File: src/hdl/edgs_pkg.sv
// Shared types and constants of the event-driven gate simulator.
// No dependencies.
package edgs_pkg;

  localparam int unsigned GateAw   = 10;
  localparam int unsigned WireAw   = 12;
  localparam int unsigned ListAw   = 12;
  localparam int unsigned EvAw     = 12;
  localparam int unsigned EvCntW   = EvAw + 1;
  localparam int unsigned WireCntW = 13;
  localparam int unsigned CfgIdxW  = 4;
  localparam int unsigned CfgDataW = 13;
  localparam int unsigned MaxGates = 1 << GateAw;
  localparam int unsigned MaxWires = 1 << WireAw;

  localparam logic [7:0] MaxRoundsRst = 8'd100;

  typedef enum logic [2:0] {
    OpGate, OpWire, OpFanin, OpFanout, OpSetOut, OpRun, OpReadOut, OpReadWire
  } op_e;

  typedef enum logic [3:0] {
    GtSrc0 = 4'd0, GtSrc1 = 4'd1, GtOut = 4'd2, GtAnd = 4'd3, GtOr = 4'd4,
    GtNot = 4'd5, GtNand = 4'd6, GtNor = 4'd7, GtXor = 4'd8, GtXnor = 4'd9
  } gate_type_e;

  localparam logic [CfgIdxW-1:0] CfgWireCount = 4'd0;
  localparam logic [CfgIdxW-1:0] CfgMaxRounds = 4'd1;

  typedef enum logic [4:0] {
    SClr, SIdle, SRead, SScRd, SScGate, SScSlot, SScCmp,
    SEvPop, SEvGate, SEvSlot, SEvOld, SFiAddr, SFiWire, SFiAcc,
    SEval, SFoAddr, SFoWire, SFoPush, SEvNext, SFin
  } state_e;

  typedef struct packed {
    logic [3:0]  gate_type;
    logic [9:0]  output_slot;
    logic [11:0] fanin_start;
    logic [7:0]  fanin_size;
    logic [11:0] fanout_start;
    logic [7:0]  fanout_size;
  } gate_rec_t;

  typedef struct packed {
    logic [9:0] src;
    logic [9:0] dst;
  } wire_end_t;

  typedef struct packed {
    logic first;
    logic and_v;
    logic or_v;
    logic xor_v;
  } acc_t;

endpackage

File: src/hdl/edgs_eval.sv
// Gate function: new output of one gate from its accumulated fanin values.
// Depends on edgs_pkg.
module edgs_eval (
  input  logic [3:0]     gate_type_i,
  input  logic           has_fanin_i,
  input  edgs_pkg::acc_t acc_i,
  input  logic           old_i,
  output logic           value_o
);
  import edgs_pkg::*;

  always_comb begin
    case (gate_type_e'(gate_type_i))
      GtSrc0, GtSrc1: value_o = has_fanin_i ? acc_i.first : old_i;
      GtOut:          value_o = acc_i.first;
      GtAnd:          value_o = acc_i.and_v;
      GtOr:           value_o = acc_i.or_v;
      GtNot:          value_o = ~acc_i.first;
      GtNand:         value_o = ~acc_i.and_v;
      GtNor:          value_o = ~acc_i.or_v;
      GtXor:          value_o = acc_i.xor_v;
      GtXnor:         value_o = ~acc_i.xor_v;
      default:        value_o = old_i;
    endcase
  end
endmodule

File: config.mk
export PLATFORM = sky130hd
export DESIGN_NAME = edgs_eval
export DESIGN_NICKNAME = d
export VERILOG_FILES = /design/src/hdl/edgs_pkg.sv /design/src/hdl/edgs_eval.sv
export SDC_FILE = /design/constraint.sdc
export NUM_CORES = 1
export LEC_CHECK = 0
export ABC_AREA = 1
export CAP_MARGIN = 10
export CORE_AREA = 2 2 39 41
export DETAILED_ROUTE_END_ITERATION = 10
export DIE_AREA = 0 0 41 43
export DONT_BUFFER_PORTS = 1
export MAX_ROUTING_LAYER = met4
export PLACE_DENSITY_LB_ADDON = 0.25
export SYNTH_ARGS = -nofsm -noshare
export SYNTH_HDL_FRONTEND = slang
export SYNTH_SLANG_ARGS = --single-unit
File: constraint.sdc
create_clock -name vclk -period 1.1
set_input_delay 0.22 -clock vclk [all_inputs]
set_output_delay 0.22 -clock vclk [all_outputs]
set_load 0.05 [all_outputs]
==> load_flow_metrics.sql <==
INSERT INTO impl_metrics (metric_group, metric, value, unit) VALUES
('outcome', 'run_status', 'complete, but fails checks', ''),
('outcome', 'failing_checks', 'negative setup slack', ''),
('timing', 'setup-tns-final', '-0.0127', 'ns'),
('synth', 'synth_cells', '28', ''),
('layout', 'multiInputGateArea', '100', 'sq um'),
('layout', 'nClkBuffers', '0', ''),
('layout', 'drive_gt1_share', '13.8', '%'),
('timing', 'max_clock_freq', '0.899', 'GHz'),
('routing', 'routed_via_density', '3.42', ''),
('timing', 'timing.final.max_slew_violations', '0', ''),
('synth', 'synthesis.yosys.warnings', '0', ''),
('routing', 'drtPass1Iterations', '1', ''),
('setup_path', 'startpoint_type', 'input pin', ''),
('timing', 'period_needed', '1.11', 'ns'),
('die', 'placement_rows', '14', ''),
('global_route', 'grt_antenna_before_repair', '0', ''),
('synth', 'yosys.cell_types.count', '8', ''),
('placed_design', 'dp_cells', '45', ''),
('power_and_ir_drop', 'power.static_leakage', '0.0931', 'nW'),
('placed_design', 'place_congestion', '0.731', ''),
('power_and_ir_drop', 'irDropWorstVdd', '0.0787', 'mV'),
('global_route', 'aggregate_global_route_resource_usage', '4.30', '%'),
('min_path', 'hold_path_class', 'in2out', ''),
('die', 'die_area', '1760', 'sq um'),
('die', 'num_io_pins', '11', ''),
('setup_path', 'worst-endpoint-required', '0.88', 'ns'),
('routing', 'initialDrtViolationCount', '0', ''),
('synth', 'syn-num-nets', '38', ''),
('timing', 'finalHoldViolCount', '0', ''),
('synth', 'part_of_the_yosys_area_used_for_sequential_elements', '0', '%'),
('power_and_ir_drop', 'power_per_cell_area', '437', 'nW/um^2'),
('setup_path', 'critical_path_arrival', '0.89', 'ns'),
('placed_design', 'pre_cts_ws', '-0.0280', 'ns'),
('clock_tree', 'cts_hold_repair.buffers', '0', ''),
('layout', 'final-instance-count-excl-fill', '45', ''),
('routing', 'detail_route.wirelength', '364', 'um'),
('power_and_ir_drop', 'design_power_total', '0.0743', 'mW'),
('die', 'die_x', '41', 'um'),
('timing', 'max-slew-margin-rel', '89.8', '%'),
('timing', 'rsz0062_at_grt', 'yes', ''),
('clock_tree', 'cts_setup_buffers', '0', ''),
('synth', 'syn-cell-area', '124', 'sq um'),
('global_route', 'grt_max_degree', '8', ''),
('timing', 'final.setup.worst_slack', '-0.0127', 'ns'),
('synth', 'syn-mean-instance-area', '4.42', 'sq um'),
('layout', 'finalNetCount', '41', ''),
('placed_design', 'detailedPlacementHpwl', '345', 'um'),
('global_route', 'global_route.overflow_total', '0', ''),
('layout', 'final-seq-area', '0', 'sq um'),
('layout', 'flops_and_latches', '0', ''),
('routing', 'detail-route-antenna-nets', '0', ''),
('job', 'max-cap-violations', '0', ''),
('global_route', 'grt_pass1_vias', '140', ''),
('setup_path', 'crit_path_max_fanout', '3', ''),
('timing', 'layout_worst_path_cycle_share', '101', '%'),
('die', 'die_height', '43', 'um'),
('die', 'initial_utilization', '8.95', '%'),
('routing', 'drc_errors', '0', ''),
('setup_path', 'crit_path_end_kind', 'output port', ''),
('global_route', 'grt_first_pass_wirelength', '545', 'um'),
('layout', 'area_delta_synth_final', '37.4', '%'),
('die', 'coreArea', '1380', 'sq um'),
('routing', 'vias', '154', ''),
('layout', 'fill_cells', '170', ''),
('timing', 'worstMarginPinSlew', '0.153', 'ns'),
('placed_design', 'io_buffer_count', '0', ''),
('setup_path', 'critical_path_class', 'in2out', ''),
('timing', 'setup_viol', '1', ''),
('routing', 'drt-wirelength-per-cell', '8.09', 'um'),
('layout', 'antenna-diode-count', '0', '');
==> metrics by stage <==
stage	hold WS, ns	util (%)	instance area [sq um]
after CTS	0.799	11.8	164
final	0.786	12.3	170
after floorplan	0.792	-	124
after global routing	0.835	12.3	170
after detailed placement	0.823	11.8	164
after global placement	0.820	11.8	164
==> synth_stat cells (all sizes together) <==
cell type	number	area (sq um)
nand2	7	26.3
nand3	6	30.0
o21ai	1	5.00
a21oi	2	10.0
or2	1	6.26
nor2	2	7.51
xnor2	1	8.76
inv	8	30.0
==> cells in the final DEF (no fill, tap or decap) <==
cell type and count:
sky130_fd_sc_hd__a21oi_1 1, sky130_fd_sc_hd__a21oi_2 1, sky130_fd_sc_hd__buf_12 1, sky130_fd_sc_hd__inv_1 7, sky130_fd_sc_hd__inv_2 1, sky130_fd_sc_hd__nand2_1 7
sky130_fd_sc_hd__nand3_1 6, sky130_fd_sc_hd__nor2_1 2, sky130_fd_sc_hd__o21ai_1 1, sky130_fd_sc_hd__or2_4 1, sky130_fd_sc_hd__xnor2_1 1
==> per-layer routing <==
layer  vias up  GRT usage, %  routed length [um]
met4         0             0                   0
met5         -             -                   0
met3         0          1.57                  47
met1        60          5.70                 157
li1         87             -                   -
met2         7          6.56                 160
==> cells by family after synthesis <==
| logic type | Yosys count | share of synthesized area [%] |
|---|---|---|
| buf+inv | 8 | 24.2 |
| compound gates | 3 | 12.1 |
| xor+xnor | 1 | 7.07 |
| simple gates | 16 | 56.6 |
==> path summary, 6_finish.rpt <==
kind                           start  cells past startpoint  slack [ns]      end
worst min-delay path           old_i                      5        0.79  value_o
worst max-delay path  gate_type_i[2]                      6       -0.01  value_o
==> power by group <==
group          switching (mW)  leakage [nW]  internal (mW)
logic                  0.0388        0.0931         0.0355
clock network               0             0              0
registers                   0             0              0
total                  0.0388        0.0931         0.0355
==> cell type report <==
cell class                      count  area share, %
Inverter                            8           17.6
Multi-Input combinational cell     20           58.8
Tap cell                           16           11.8
Timing Repair Buffer                1           11.8
==> critical path, stage by stage <==
cell,delay [ns]
sky130_fd_sc_hd__or2_4,0.23
sky130_fd_sc_hd__a21oi_2,0.12
sky130_fd_sc_hd__o21ai_1,0.07
sky130_fd_sc_hd__nand2_1,0.07
sky130_fd_sc_hd__inv_2,0.04
sky130_fd_sc_hd__buf_12,0.14
==> repair_timing <==
item	4_1_cts	5_1_grt
setup endpoints to repair	1	1
pin swaps	0	3
endpoints found under the hold margin	0	0
resized for setup	1	3
Note: power is estimated with default switching activity, not from simulation.
